File: src/rtl/assert_macros.svh
// Assertion macros used by the RTL of the UV sensor averaging block.
`ifndef ASSERT_MACROS_SVH
`define ASSERT_MACROS_SVH
`ifndef ASSERT_OFF
`define ASSERT_SAME(label, clk, rst_n, ante, cons) \
  label: assert property (@(posedge clk) disable iff (!rst_n) (ante) |-> (cons)) \
    else $error("assertion failed");
`define ASSERT_NEXT(label, clk, rst_n, ante, cons) \
  label: assert property (@(posedge clk) disable iff (!rst_n) (ante) |=> (cons)) \
    else $error("assertion failed");
`else
`define ASSERT_SAME(label, clk, rst_n, ante, cons)
`define ASSERT_NEXT(label, clk, rst_n, ante, cons)
`endif
`endif

File: src/rtl/uvsa_pkg.sv
`default_nettype none
package uvsa_pkg;

  localparam int SAMPLE_W    = 12;
  localparam int CNT_W       = 9;
  localparam int ACC_W       = 20;
  localparam int THR_W       = 12;
  localparam int OUT_W       = 12;
  localparam int CFG_IDX_W   = 1;
  localparam int CFG_DATA_W  = 12;
  localparam int DIV_W       = ACC_W;
  localparam int DEN_W       = CNT_W;
  localparam int STEP_W      = $clog2(DIV_W);
  localparam int MAX_SAMPLES = 256;
  localparam int MUL_W       = 27;
  localparam int PROD_W      = OUT_W + MUL_W;
  localparam int UV_SHIFT    = 25;
  localparam int UV_W        = PROD_W - UV_SHIFT;

  localparam logic [CNT_W-1:0]     READ_LEN_RST        = CNT_W'(16);
  localparam logic [THR_W-1:0]     ALARM_LEVEL_RST     = THR_W'(1536);
  localparam logic [CNT_W-1:0]     COUNT_MAX           = CNT_W'(MAX_SAMPLES);
  localparam logic [DIV_W-1:0]     AVG_MAX             = DIV_W'(4095);
  localparam logic [UV_W-1:0]      UV_MAX              = UV_W'(2816);
  // Mean to Q4.8 index is mean * 92928 / 40950, taken as mean * UV_MUL >> UV_SHIFT,
  // which floors exactly for every 12-bit mean.
  localparam logic [MUL_W-1:0]     UV_MUL              = MUL_W'(76145208);
  localparam logic [STEP_W-1:0]    DIV_LAST            = STEP_W'(DIV_W - 1);

  localparam logic [CFG_IDX_W-1:0] REG_READ_LEN        = CFG_IDX_W'(0);
  localparam logic [CFG_IDX_W-1:0] REG_ALARM_LEVEL     = CFG_IDX_W'(1);

  typedef enum logic [2:0] {
    ST_IDLE,
    ST_DIV_AVG,
    ST_SCALE,
    ST_EMIT,
    ST_EMIT_FAIL
  } state_t;

  typedef struct packed {
    logic accum;
    logic clear;
    logic start_avg;
    logic div_step;
    logic scale;
    logic emit_ok;
    logic emit_fail;
  } cmd_t;

  typedef struct packed {
    logic sample_ok;
    logic group_done;
  } status_t;

endpackage
`default_nettype wire

File: src/rtl/uvsa_if.sv
`default_nettype none
interface uvsa_in_if;
  logic                          valid;
  logic                          ready;
  logic [uvsa_pkg::SAMPLE_W-1:0] sample;
  logic                          sample_valid;

  modport source (output valid, output sample, output sample_valid, input ready);
  modport sink (input valid, input sample, input sample_valid, output ready);
endinterface

interface uvsa_out_if;
  logic                       valid;
  logic                       ready;
  logic [uvsa_pkg::OUT_W-1:0] average_raw;
  logic [uvsa_pkg::OUT_W-1:0] uvi;
  logic                       alert;
  logic                       failed;

  modport source (output valid, output average_raw, output uvi, output alert,
                  output failed, input ready);
  modport sink (input valid, input average_raw, input uvi, input alert,
                input failed, output ready);
endinterface
`default_nettype wire

File: src/rtl/uv_sensor_average_scale_alarm_core.sv
// UV sensor averaging core with threshold alarm.
// Samples arrive on in_ch as valid/ready beats carrying a 12-bit ADC code and
// a flag saying whether the conversion succeeded. Readings leave on out_ch.
// The configuration port writes the group length (index 0) and the alarm level
// (index 1) whenever cfg_we is high; write it only while idle.
// A sample that does not complete a group is added to the sum and yields nothing.
// The sample that completes a group starts a bit-serial restoring division of
// the sum by the group length; ST_SCALE then scales the mean to the UV index
// with a constant multiply, and the reading is loaded into the output register
// from ST_EMIT once that register is free.
// A failed conversion empties the group and moves to ST_EMIT_FAIL, which
// loads a failure reading once the output register is free. While the core
// computes, in_ch.ready is low.
// The output register holds a reading until it is taken, and new samples are
// accepted meanwhile; only the loading of the next reading waits on a stall,
// and in_ch.ready stays low while it waits.
// Synchronous reset empties the group, drops any held reading and restores
// the group length to 16 and the alarm level to 1536.
`default_nettype none
module uv_sensor_average_scale_alarm_core (
  input  wire                              clk,
  input  wire                              rst_n,
  uvsa_in_if.sink                          in_ch,
  uvsa_out_if.source                       out_ch,
  input  wire                              cfg_we,
  input  wire  [uvsa_pkg::CFG_IDX_W-1:0]   cfg_index,
  input  wire  [uvsa_pkg::CFG_DATA_W-1:0]  cfg_data
);

  uvsa_pkg::cmd_t    cmd;
  uvsa_pkg::status_t sts;

  uvsa_ctrl u_ctrl (
    .clk       (clk),
    .rst_n     (rst_n),
    .in_valid  (in_ch.valid),
    .in_ready  (in_ch.ready),
    .out_valid (out_ch.valid),
    .out_ready (out_ch.ready),
    .sts       (sts),
    .cmd       (cmd)
  );

  uvsa_datapath u_datapath (
    .clk             (clk),
    .rst_n           (rst_n),
    .cfg_we          (cfg_we),
    .cfg_index       (cfg_index),
    .cfg_data        (cfg_data),
    .in_sample       (in_ch.sample),
    .in_sample_valid (in_ch.sample_valid),
    .cmd             (cmd),
    .sts             (sts),
    .out_average_raw (out_ch.average_raw),
    .out_uvi         (out_ch.uvi),
    .out_alert       (out_ch.alert),
    .out_failed      (out_ch.failed)
  );

endmodule
`default_nettype wire

File: src/rtl/uvsa_datapath.sv
`default_nettype none
module uvsa_datapath (
  input  wire                              clk,
  input  wire                              rst_n,
  input  wire                              cfg_we,
  input  wire  [uvsa_pkg::CFG_IDX_W-1:0]   cfg_index,
  input  wire  [uvsa_pkg::CFG_DATA_W-1:0]  cfg_data,
  input  wire  [uvsa_pkg::SAMPLE_W-1:0]    in_sample,
  input  wire                              in_sample_valid,
  input  uvsa_pkg::cmd_t                   cmd,
  output uvsa_pkg::status_t                sts,
  output logic [uvsa_pkg::OUT_W-1:0]       out_average_raw,
  output logic [uvsa_pkg::OUT_W-1:0]       out_uvi,
  output logic                             out_alert,
  output logic                             out_failed
);

  logic [uvsa_pkg::CNT_W-1:0]   read_len_r;
  logic [uvsa_pkg::THR_W-1:0]   alarm_level_r;
  logic [uvsa_pkg::ACC_W-1:0]   acc_r;
  logic [uvsa_pkg::CNT_W-1:0]   taken_r;
  logic [uvsa_pkg::DIV_W-1:0]   dvd_r;
  logic [uvsa_pkg::DEN_W-1:0]   rem_r;
  logic [uvsa_pkg::DEN_W-1:0]   dsr_r;
  logic [uvsa_pkg::OUT_W-1:0]   avg_r;
  logic [uvsa_pkg::OUT_W-1:0]   uvi_r;
  logic [uvsa_pkg::OUT_W-1:0]   avg_q_r;
  logic [uvsa_pkg::OUT_W-1:0]   uv_q_r;
  logic                         alert_q_r;
  logic                         failed_q_r;

  logic [uvsa_pkg::CNT_W-1:0]   eff_count;
  logic [uvsa_pkg::ACC_W-1:0]   sum;
  logic [uvsa_pkg::CNT_W-1:0]   taken_inc;
  logic [uvsa_pkg::DEN_W:0]     trial;
  logic                         trial_ge;
  logic [uvsa_pkg::DEN_W-1:0]   rem_nxt;
  logic [uvsa_pkg::OUT_W-1:0]   avg_clamped;
  logic [uvsa_pkg::PROD_W-1:0]  product;
  logic [uvsa_pkg::UV_W-1:0]    uv_raw;
  logic [uvsa_pkg::OUT_W-1:0]   uv_clamped;

  always_comb begin
    if (read_len_r == '0) begin
      eff_count = uvsa_pkg::CNT_W'(1);
    end else if (read_len_r > uvsa_pkg::COUNT_MAX) begin
      eff_count = uvsa_pkg::COUNT_MAX;
    end else begin
      eff_count = read_len_r;
    end
  end

  assign sum       = acc_r + uvsa_pkg::ACC_W'(in_sample);
  assign taken_inc = taken_r + uvsa_pkg::CNT_W'(1);

  assign sts.sample_ok  = in_sample_valid;
  assign sts.group_done = (taken_inc >= eff_count);

  // Restoring division, one quotient bit per cycle.
  assign trial    = {rem_r, dvd_r[uvsa_pkg::DIV_W-1]};
  assign trial_ge = (trial >= {1'b0, dsr_r});
  assign rem_nxt  = trial_ge ? uvsa_pkg::DEN_W'(trial - {1'b0, dsr_r})
                             : uvsa_pkg::DEN_W'(trial);

  assign avg_clamped = (dvd_r > uvsa_pkg::AVG_MAX) ? uvsa_pkg::OUT_W'(uvsa_pkg::AVG_MAX)
                                                   : dvd_r[uvsa_pkg::OUT_W-1:0];
  assign product     = uvsa_pkg::PROD_W'(avg_clamped) * uvsa_pkg::PROD_W'(uvsa_pkg::UV_MUL);
  assign uv_raw      = product[uvsa_pkg::PROD_W-1:uvsa_pkg::UV_SHIFT];
  assign uv_clamped  = (uv_raw > uvsa_pkg::UV_MAX) ? uvsa_pkg::OUT_W'(uvsa_pkg::UV_MAX)
                                                   : uv_raw[uvsa_pkg::OUT_W-1:0];

  always_ff @(posedge clk) begin
    if (!rst_n) begin
      read_len_r    <= uvsa_pkg::READ_LEN_RST;
      alarm_level_r <= uvsa_pkg::ALARM_LEVEL_RST;
    end else if (cfg_we) begin
      case (cfg_index)
        uvsa_pkg::REG_READ_LEN: begin
          read_len_r <= cfg_data[uvsa_pkg::CNT_W-1:0];
        end
        uvsa_pkg::REG_ALARM_LEVEL: begin
          alarm_level_r <= cfg_data[uvsa_pkg::THR_W-1:0];
        end
        default: begin
        end
      endcase
    end
  end

  always_ff @(posedge clk) begin
    if (!rst_n) begin
      acc_r   <= '0;
      taken_r <= '0;
    end else if (cmd.clear || cmd.start_avg) begin
      acc_r   <= '0;
      taken_r <= '0;
    end else if (cmd.accum) begin
      acc_r   <= sum;
      taken_r <= taken_inc;
    end
  end

  always_ff @(posedge clk) begin
    if (cmd.start_avg) begin
      dvd_r <= uvsa_pkg::DIV_W'(sum);
      rem_r <= '0;
      dsr_r <= uvsa_pkg::DEN_W'(eff_count);
    end else if (cmd.scale) begin
      avg_r <= avg_clamped;
      uvi_r <= uv_clamped;
    end else if (cmd.div_step) begin
      dvd_r <= {dvd_r[uvsa_pkg::DIV_W-2:0], trial_ge};
      rem_r <= rem_nxt;
    end
  end

  always_ff @(posedge clk) begin
    if (cmd.emit_ok) begin
      avg_q_r    <= avg_r;
      uv_q_r     <= uvi_r;
      alert_q_r  <= (uvi_r >= alarm_level_r);
      failed_q_r <= 1'b0;
    end else if (cmd.emit_fail) begin
      avg_q_r    <= '0;
      uv_q_r     <= '0;
      alert_q_r  <= 1'b0;
      failed_q_r <= 1'b1;
    end
  end

  assign out_average_raw = avg_q_r;
  assign out_uvi         = uv_q_r;
  assign out_alert       = alert_q_r;
  assign out_failed      = failed_q_r;

endmodule
`default_nettype wire

File: src/rtl/uvsa_ctrl.sv
`default_nettype none
`include "assert_macros.svh"
module uvsa_ctrl (
  input  wire                clk,
  input  wire                rst_n,
  input  wire                in_valid,
  output logic               in_ready,
  output logic               out_valid,
  input  wire                out_ready,
  input  uvsa_pkg::status_t  sts,
  output uvsa_pkg::cmd_t     cmd
);

  uvsa_pkg::state_t              state_r;
  uvsa_pkg::state_t              state_nxt;
  logic [uvsa_pkg::STEP_W-1:0]   step_r;
  logic [uvsa_pkg::STEP_W-1:0]   step_nxt;
  logic                          out_valid_r;
  logic                          out_valid_nxt;
  logic                          out_free;

  assign out_free = !out_valid_r || out_ready;

  always_ff @(posedge clk) begin
    if (!rst_n) begin
      state_r     <= uvsa_pkg::ST_IDLE;
      step_r      <= '0;
      out_valid_r <= 1'b0;
    end else begin
      state_r     <= state_nxt;
      step_r      <= step_nxt;
      out_valid_r <= out_valid_nxt;
    end
  end

  always_comb begin
    state_nxt = state_r;
    step_nxt  = step_r;
    cmd       = '0;
    in_ready  = 1'b0;
    case (state_r)
      uvsa_pkg::ST_IDLE: begin
        in_ready = 1'b1;
        if (in_valid) begin
          if (!sts.sample_ok) begin
            cmd.clear = 1'b1;
            state_nxt = uvsa_pkg::ST_EMIT_FAIL;
          end else if (sts.group_done) begin
            cmd.start_avg = 1'b1;
            step_nxt      = '0;
            state_nxt     = uvsa_pkg::ST_DIV_AVG;
          end else begin
            cmd.accum = 1'b1;
          end
        end
      end
      uvsa_pkg::ST_DIV_AVG: begin
        cmd.div_step = 1'b1;
        step_nxt     = step_r + uvsa_pkg::STEP_W'(1);
        if (step_r == uvsa_pkg::DIV_LAST) begin
          state_nxt = uvsa_pkg::ST_SCALE;
        end
      end
      uvsa_pkg::ST_SCALE: begin
        cmd.scale = 1'b1;
        step_nxt  = '0;
        state_nxt = uvsa_pkg::ST_EMIT;
      end
      uvsa_pkg::ST_EMIT: begin
        if (out_free) begin
          cmd.emit_ok = 1'b1;
          state_nxt   = uvsa_pkg::ST_IDLE;
        end
      end
      uvsa_pkg::ST_EMIT_FAIL: begin
        if (out_free) begin
          cmd.emit_fail = 1'b1;
          state_nxt     = uvsa_pkg::ST_IDLE;
        end
      end
      default: begin
        state_nxt = uvsa_pkg::ST_IDLE;
      end
    endcase
  end

  always_comb begin
    if (cmd.emit_ok || cmd.emit_fail) begin
      out_valid_nxt = 1'b1;
    end else if (out_ready) begin
      out_valid_nxt = 1'b0;
    end else begin
      out_valid_nxt = out_valid_r;
    end
  end

  assign out_valid = out_valid_r;

  `ASSERT_NEXT(a_div_avg_runs, clk, rst_n,
    state_r == uvsa_pkg::ST_DIV_AVG && step_r != uvsa_pkg::DIV_LAST,
    state_r == uvsa_pkg::ST_DIV_AVG)
  `ASSERT_NEXT(a_scale_to_emit, clk, rst_n, state_r == uvsa_pkg::ST_SCALE,
    state_r == uvsa_pkg::ST_EMIT)
  `ASSERT_NEXT(a_emit_waits, clk, rst_n,
    (state_r == uvsa_pkg::ST_EMIT || state_r == uvsa_pkg::ST_EMIT_FAIL)
      && out_valid_r && !out_ready,
    $stable(state_r) && out_valid_r)
  `ASSERT_SAME(a_ready_only_idle, clk, rst_n, in_ready && in_valid,
    !(cmd.div_step || cmd.scale || cmd.emit_ok || cmd.emit_fail))

endmodule
`default_nettype wire
File: src/flat_wrapper.sv
// flat-port wrapper written by rule: the top's interface ports become plain ports
module uv_sensor_average_scale_alarm_core_flat 
  (clk, rst_n, cfg_we, cfg_index, cfg_data, in_ch_valid, in_ch_sample, in_ch_sample_valid, in_ch_ready, out_ch_valid, out_ch_average_raw, out_ch_uvi, out_ch_alert, out_ch_failed, out_ch_ready);
  uvsa_in_if in_ch_i ();
  uvsa_out_if out_ch_i ();
  input  wire clk;
  input  wire rst_n;
  input  wire cfg_we;
  input  wire  [uvsa_pkg::CFG_IDX_W-1:0] cfg_index;
  input  wire  [uvsa_pkg::CFG_DATA_W-1:0] cfg_data;
  input wire logic [$bits(in_ch_i.valid)-1:0] in_ch_valid;
  input wire logic [$bits(in_ch_i.sample)-1:0] in_ch_sample;
  input wire logic [$bits(in_ch_i.sample_valid)-1:0] in_ch_sample_valid;
  output wire logic [$bits(in_ch_i.ready)-1:0] in_ch_ready;
  output wire logic [$bits(out_ch_i.valid)-1:0] out_ch_valid;
  output wire logic [$bits(out_ch_i.average_raw)-1:0] out_ch_average_raw;
  output wire logic [$bits(out_ch_i.uvi)-1:0] out_ch_uvi;
  output wire logic [$bits(out_ch_i.alert)-1:0] out_ch_alert;
  output wire logic [$bits(out_ch_i.failed)-1:0] out_ch_failed;
  input wire logic [$bits(out_ch_i.ready)-1:0] out_ch_ready;
  assign in_ch_i.valid = in_ch_valid;
  assign in_ch_i.sample = in_ch_sample;
  assign in_ch_i.sample_valid = in_ch_sample_valid;
  assign in_ch_ready = in_ch_i.ready;
  assign out_ch_valid = out_ch_i.valid;
  assign out_ch_average_raw = out_ch_i.average_raw;
  assign out_ch_uvi = out_ch_i.uvi;
  assign out_ch_alert = out_ch_i.alert;
  assign out_ch_failed = out_ch_i.failed;
  assign out_ch_i.ready = out_ch_ready;
  uv_sensor_average_scale_alarm_core u_core (.clk(clk), .rst_n(rst_n), .in_ch(in_ch_i), .out_ch(out_ch_i), .cfg_we(cfg_we), .cfg_index(cfg_index), .cfg_data(cfg_data));
endmodule
File: config.mk
export PLATFORM = sky130hd
export DESIGN_NAME = uv_sensor_average_scale_alarm_core_flat
export DESIGN_NICKNAME = d
export VERILOG_FILES = /design/src/rtl/uvsa_pkg.sv /design/src/rtl/uvsa_if.sv /design/src/rtl/uv_sensor_average_scale_alarm_core.sv /design/src/rtl/uvsa_datapath.sv /design/src/rtl/uvsa_ctrl.sv /design/src/flat_wrapper.sv
export VERILOG_INCLUDE_DIRS = /design/src /design/src/rtl
export SDC_FILE = /design/constraint.sdc
export NUM_CORES = 1
export LEC_CHECK = 0
export BUFFER_PORTS_ARGS = -buffer_cell sky130_fd_sc_hd__buf_2
export CORE_MARGIN = 1
export CORE_UTILIZATION = 65
export CTS_BUF_LIST = sky130_fd_sc_hd__clkbuf_4
export CTS_CLUSTER_DIAMETER = 200
export DETAILED_ROUTE_END_ITERATION = 8
export PLACE_DENSITY_LB_ADDON = 0.25
export SLEW_MARGIN = 0
export SYNTH_ARGS = -nofsm -noshare
export SYNTH_HDL_FRONTEND = slang
export SYNTH_SLANG_ARGS = --single-unit
File: constraint.sdc
create_clock -name clk -period 8.18 [get_ports clk]
set_input_delay 0.818 -clock clk [delete_from_list [all_inputs] [get_ports clk]]
set_output_delay 0.818 -clock clk [all_outputs]
set_load 0.005 [all_outputs]
**Word level (Yosys, flattened, before mapping)**

Cells that the tools add are included.

- Output and inout port bits: 28
- Logic and storage cells: 99
- Register bits: 147
- Input port bits: 31

- Bitwise logic cells: 4
- Mux-type cells: 37
- Magnitude comparators: 6
- Reductions and logical operators: 19
- Multiply operators: 1
- Equal/unequal tests: 12
- Add/sub/neg operators: 4

Operator list:

| cell | number |
|---|---|
| 20-bit 2-to-1 mux | 3 |
| 12-bit 2-to-1 mux | 4 |
| 12-bit by 24-bit multiplier with 36-bit output (second input constant) | 1 |
| 9-bit 2-to-1 mux | 3 |
| 3-bit 2-to-1 mux | 7 |
| 20-bit by 12-bit adder with 20-bit output | 1 |
| 20-bit by 12-bit greater-than comparator with 1-bit output (second input constant) | 1 |
| 1-bit 2-to-1 mux | 15 |
| 5-bit 2-to-1 mux | 3 |
| 5-bit case mux with 3 select lines | 1 |
| 14-bit by 12-bit greater-than comparator with 1-bit output (second input constant) | 1 |
| 12-bit >= comparator | 1 |
| 3-bit case mux with 4 select lines | 1 |
| 10-bit by 9-bit >= comparator with 1-bit output | 1 |
| 2-bit AND reduction | 5 |
| 9-bit by 1-bit adder with 9-bit output (second input constant) | 1 |
| 9-bit >= comparator | 1 |
| 9-bit greater-than comparator (second input constant) | 1 |
| 9-bit zero test | 1 |
| 9-bit subtractor | 1 |
| 2-bit != test (second input constant) | 4 |
| 4-bit AND reduction | 2 |
| 3-bit by 2-bit == test with 1-bit output (second input constant) | 2 |
| 2-bit nonzero test | 3 |
| other kinds (12) | 19 |

**Longest topological paths before layout**

- Word-level depth: 10
- Gate-level depth with buffers: 27
- Mapped depth without buffers: 26

**By module**

Synthesis repeated with hierarchy kept, for this count alone.

- Cell total of the unflattened synthesis: 1,218
- Area, all modules: 11,563.6 sq um

Modules (own cells, without submodules):

| module | area each (sq um) | instances | cells an instance | sequential area each (sq um) |
|---|---|---|---|---|
| uvsa_datapath | 11,008.1 | 1 | 1,154 | 3,543.4 |
| uvsa_ctrl | 555.5 | 1 | 64 | 180.2 |

**Least setup slack after synthesis**

OpenSTA, ideal clock, no wires.

- Path type: register to register
- From: register u_core.u_datapath.dvd_r[19] (netlist name)
- To: register u_core.u_datapath.uvi_r[0] (netlist name) (data pin)
- Buffers on the path: 2
- Setup time: 0.263 ns
- Arrival time: 5.987 ns
- Cell stages (with the launch flop): 26
- Required time: 7.917 ns
- Path slack: 1.930 ns
- Period minus slack after synthesis: 6.250 ns
- Cell sequence: edfxtp_1 nor4_1 nand2_1 clkbuf_1 or2_2 ha_1 inv_1 ha_1 nor2_1 xnor2_1 ha_1 inv_1 fa_1 fa_1 fa_1 inv_1 ha_1 buf_4 and3_2 o211ai_1 and3_4 and2_2 o221ai_2 or4_4 a41oi_2 nor3b_1

- Cells in the longest elaborated chain, start to end: 4

RTL lines:

| what | line | RTL |
|---|---|---|
| from (decl) | uvsa_datapath.sv:22 | `logic [uvsa_pkg::DIV_W-1:0] dvd_r;` |
| from (signal assigned) | uvsa_datapath.sv:105 | `dvd_r <= uvsa_pkg::DIV_W'(sum);` |
| from (signal assigned) | uvsa_datapath.sv:112 | `dvd_r <= {dvd_r[uvsa_pkg::DIV_W-2:0], trial_ge};` |
| 20-bit by 12-bit greater-than comparator with 1-bit output * | uvsa_datapath.sv:65 | `assign avg_clamped = (dvd_r > uvsa_pkg::AVG_MAX) ? uvsa_pkg::OUT_W'(uvsa_pkg::AVG_MAX)` |
| 12-bit 2-to-1 mux * | uvsa_datapath.sv:65 |  |
| named net u_core.u_datapath.avg_clamped (one bit) | uvsa_datapath.sv:38 | `logic [uvsa_pkg::OUT_W-1:0] avg_clamped;` |
| 12-bit by 24-bit multiplier with 36-bit output * | uvsa_datapath.sv:67 | `assign product = uvsa_pkg::PROD_W'(avg_clamped) * uvsa_pkg::PROD_W'(uvsa_pkg::UV_MUL);` |
| 14-bit by 12-bit greater-than comparator with 1-bit output | uvsa_datapath.sv:69 | `assign uv_clamped = (uv_raw > uvsa_pkg::UV_MAX) ? uvsa_pkg::OUT_W'(uvsa_pkg::UV_MAX)` |
| to (signal assigned) | uvsa_datapath.sv:110 | `uvi_r <= uv_clamped;` |
| to (decl) | uvsa_datapath.sv:26 | `logic [uvsa_pkg::OUT_W-1:0] uvi_r;` |

The timed path passes the listed nets; every way through them passes the cells marked *.
A chain may end at the register's enable or synchronous reset.

**Final worst setup path**

- From: register u_core.u_datapath.dvd_r[19] (netlist name)
- To: register u_core.u_datapath.uvi_r[3] (netlist name) (data pin)

The elaborated chain is that of the path after synthesis.

==> results list <==
- Outcome: completed
- Summing all flip-flop and latch instances after layout gives between 0.003 and 0.004 mm^2.
- Kind of capture point of the worst setup path: flip-flop
- In this run the static leakage power is 5.453 nW.
* Sink Count: 147
* Post-CTS Hold Fix Bufs: 0
- Synthesis produced a netlist whose cell count is 1213.
* Post-layout power: 1.652 mW
- Total of buffers placed on input and output ports: 58
- Final Max Slew Viols: 0
- Post-cts gate resize count: 0
- The number of nets handed over by synthesis was 1456.
- Area of combinational cells with multiple inputs: 0.006933 mm^2
* Vias/cell: 5.686
- Setup slack on the critical path of the routed design comes to 1.262 ns.
- Entering global routing, the biggest net connects 43 pins.
- STA puts the critical path data required time at 8.52 ns.
- After detailed routing, the number of remaining DRC violations is 0.
* Async set-or-reset flop fraction in the synthesized netlist: 0%
- Buffer count from post-CTS setup fixing: 0
- The most used flip-flop cell after synthesis is edfxtp_1.
- Post-synth EDFFs: 78
- In this run the cell area measured after placement is 0.01189 mm^2.
* Wire length of the first global-routing pass: 39700 um
- Buffers and inverters on the worst path: 5
- After synthesis, the netlist uses 75 different library cells.
- Tmin final: 6.918 ns
* Number of clock buffers inserted by TritonCTS: 17
- Post-route cell area: 0.01219 mm^2
* Clock transition at the registers of the reported paths: 0.15 ns
- The endpoint identified for the worst register-to-register timing path is u_core.u_datapath.uvi_r[3]$_SDFFCE_PN0P_.
* Hold path startpoint: rst_n
- Share of the synthesized area in the top cell type: 20.44%
- Total power divided by cell area: 135.6 mW/mm^2
- Number of cells in the design after placement: 1464
* Via count of the first global-routing pass: 8453
- Cells with a size suffix above 1 make up 10.78% of the layout.
- Adding up every negative setup slack in the final design gives 0 ns.
- Starting density of the core: 66.47%
- The critical path is of the flip-flop to flip-flop type.
* Htree depth: 4
- Library cell occupying the most area in the post-synthesis netlist: edfxtp_1
- Worst hold path class: input port to flip-flop
- For flop-to-flop paths, the worst setup slack is ~1.3 ns.
* Number of nets in the layout: 1501
- At the pin with the least slew margin, the transition time is 0.8691 ns.
- Relative to the synthesized area, the layout overhead comes to 6.355%.
- Cell with the most instances on the worst path: inv_1
- STA classifies the critical path startpoint as a flip-flop.
* Cell types occupying the most area after synthesis: edfxtp_1 20%, ha_1 17%, dfxtp_1 12%
- Register area share after synthesis: ~32%
* Fin. Hold Viols: 0
- Die height: 134.8 um
* Arrival time at the worst endpoint: 7.25 ns
- The core region is 0.01724 mm^2.
* Count of inserted antenna diode cells: 0
- Counting flops and latches in the post-synthesis netlist gives about 150.
- After detailed routing, the average wire length per cell comes to roughly 16 um.
* Fill cells: 1313
- In this run the tightest slew margin relative to its limit is 42.06%.
* Die outline area: 0.01816 mm^2
- CTS placed an instance of clkbuf_4 at the clock tree root.
- Across the run, the number of max-cap violations was 0.
- Gr ovfl total: 0
- For this run, the slowest stage of the critical path takes between 0.5 and 0.6 ns.
- Starting DRC count in detailed routing: 563
* Maximum clock path buffer count: 2
* Total wire length after detailed routing: 24130 um
- For this design, the slowest cell found on the critical path is nor2_1.
- Max Fclk: 144.5 MHz
- Before antenna repair, the detailed router went through 5 iterations.
* Cell class contributing the biggest share of worst-path delay: adder cells
* Pre-CTS setup slack: 1.287 ns
- Antenna Violating Nets Remaining: 0
- The worst register-to-register path has a depth of 23.
- Clock latency on the worst-skew pair, taken at its later pin, is 0.56 ns.
- Post-synth design cell area: 0.01146 mm^2
- The path with the worst hold slack has its endpoint at u_core.u_datapath.read_len_r[4]$_SDFFE_PN1P_.
* Final-report setup violation count: 0
- Highest ir drop seen on vdd: 109.0 uV
* Final HPWL DP: 18950 um
- Between clock sinks in the finished design, the worst skew comes to slightly below 0.03 ns.
* Total via count in the routed design: between 8k and 9k
- List of cells traversed by the critical path: nor4_1 > nand2_1 > nor2_1 > inv_1 > ha_1 > inv_1 > fa_1 > inv_1 > fa_1 > fa_1 > inv_1 > fa_1 > inv_1 > ha_1 > nand4_2 > nor3_2 > o21ai_1 > and3_4 > a21oi_2 > o221ai_2 > or4_4 > a41oi_2 > nor3b_1
- Warnings from Yosys: 0
- Worst-path maximum fanout: 13
* Die boundary width: 134.8 um
* Worst r2r src: u_core.u_datapath.dvd_r[19]$_DFFE_PP_
* Non-Filler Instances: 1496
- The worst hold path passes through 2 cells.
* RSZ-0062 raised after global routing: false
- The initial antenna violation count was 0.
- Placer's final routability congestion estimate: roughly 0.88
* TritonCTS clock tree: done
- Share of the clock period used by the worst path: 84.57%
- Averaged over all synthesized cells, the footprint is around 9.4 um^2.
* Total track usage: 27.94%
- The floorplan has 48 rows.
* Number of ports placed on the die boundary: 59
-- per-layer routing --
layer / part of all wire, % / track usage [%] / vias to the layer above
li1: - / - / 4213
met1: 45 / 35.55 / 4014
met3: 5.0 / 4.692 / 47
met2: 48 / 47.39 / 233
met4: 2.5 / 11.17 / 0
met5: 0 / 0 / -
-- per-stage QoR --
step | utilization [%] | hold WS (ns)
floorplan | - | 0.4361
finish | 70.70 | 0.4652
detailed placement | 68.98 | 0.4549
global route | 70.70 | 0.4393
global placement | 68.98 | 0.4540
CTS | 70.70 | 0.4393
-- cells by family after synthesis --
family | synth area share [%]
AO/OA/AOI/OAI | 11.57
adder cells (fa/ha/maj) | 26.89
buffers and inverters | 7.033
flip-flops | 32.50
multiplexers | 1.594
AND/OR/NAND/NOR | 15.68
XOR/XNOR | 4.740
-- cells in the final DEF (no fill, tap or decap), types with 6 or more instances in the layout --
cell type,netlist,layout
xor2_1,39,39
o21ai_0,44,44
or2_2,12,12
o21a_1,7,7
nor3_1,12,12
nand3_1,24,24
and2_1,33,33
o211ai_1,10,10
dfxtp_1,69,69
inv_1,167,167
nand2b_1,17,17
nor2_1,75,73
nand2_1,132,132
fa_1,57,57
a21oi_1,62,62
a211oi_1,10,10
nand4_1,14,14
clkbuf_4,0,17
a21o_1,20,20
edfxtp_1,78,78
nor2b_1,8,8
xnor2_1,23,23
mux2i_1,16,16
buf_2,6,58
ha_1,155,155
inv_6,0,6
and3_1,11,11
-- worst reg2reg max path: cells and delay by family, from the launching register on --
kind                     cells  cell delay [ns]
flip-flops                   1             0.45
AO/OA/AOI/OAI                4             0.61
adder cells (fa/ha/maj)      6             2.63
buffers and inverters        5             0.59
AND/OR/NAND/NOR              8             2.42
-- synthesized netlist by cell type (20+ instances only) --
library cell	number
inv_1	167
ha_1	155
nand2_1	132
edfxtp_1	78
nor2_1	75
dfxtp_1	69
a21oi_1	62
fa_1	57
o21ai_0	44
xor2_1	39
and2_1	33
clkbuf_1	25
nand3_1	24
xnor2_1	23
a21o_1	20
-- report_power, final --
group | total [mW] | internal (mW) | switching, mW
registers | 0.839 | 0.812 | 0.0265
clock network | 0.470 | 0.166 | 0.304
logic | 0.343 | 0.144 | 0.199
-- cell type report --
type	instances	area share (%)
multi-input combinational	862	56.90
sequential	147	30.56
inverter	168	5.175
timing repair buffer	62	2.629
tap	225	2.310
clock inverter	15	1.386
clock buffer	17	1.047
-- sequential cells by signal (all words and copies together), names as in the netlist, 9 cells and up --
signal and count:
u_core.u_datapath.read_len_r 9, u_core.u_datapath.taken_r 9, u_core.u_datapath.avg_r 12, u_core.u_datapath.dvd_r 20, u_core.u_datapath.alarm_level_r 12, u_core.u_datapath.out_uvi 12
u_core.u_datapath.uvi_r 12, u_core.u_datapath.acc_r 20, u_core.u_datapath.dsr_r 9, u_core.u_datapath.out_average_raw 12, u_core.u_datapath.rem_r 9
-- worst max path at each step --
stage,start,endpoint,cells after the start
2_1_floorplan,u_core.u_datapath.dvd_r[19]$_DFFE_PP_,u_core.u_datapath.uvi_r[0]$_SDFFCE_PN0P_,25
3_3_place_gp,u_core.u_datapath.dvd_r[19]$_DFFE_PP_,u_core.u_datapath.uvi_r[3]$_SDFFCE_PN0P_,23
3_5_place_dp,u_core.u_datapath.dvd_r[19]$_DFFE_PP_,u_core.u_datapath.uvi_r[4]$_SDFFCE_PN0P_,23
4_1_cts,u_core.u_datapath.dvd_r[19]$_DFFE_PP_,u_core.u_datapath.uvi_r[0]$_SDFFCE_PN0P_,23
5_1_grt,u_core.u_datapath.dvd_r[17]$_DFFE_PP_,u_core.u_datapath.uvi_r[5]$_SDFFCE_PN0P_,23
6_report,u_core.u_datapath.dvd_r[19]$_DFFE_PP_,u_core.u_datapath.uvi_r[3]$_SDFFCE_PN0P_,23
No activity file was read; power rests on OpenSTA's default activity.
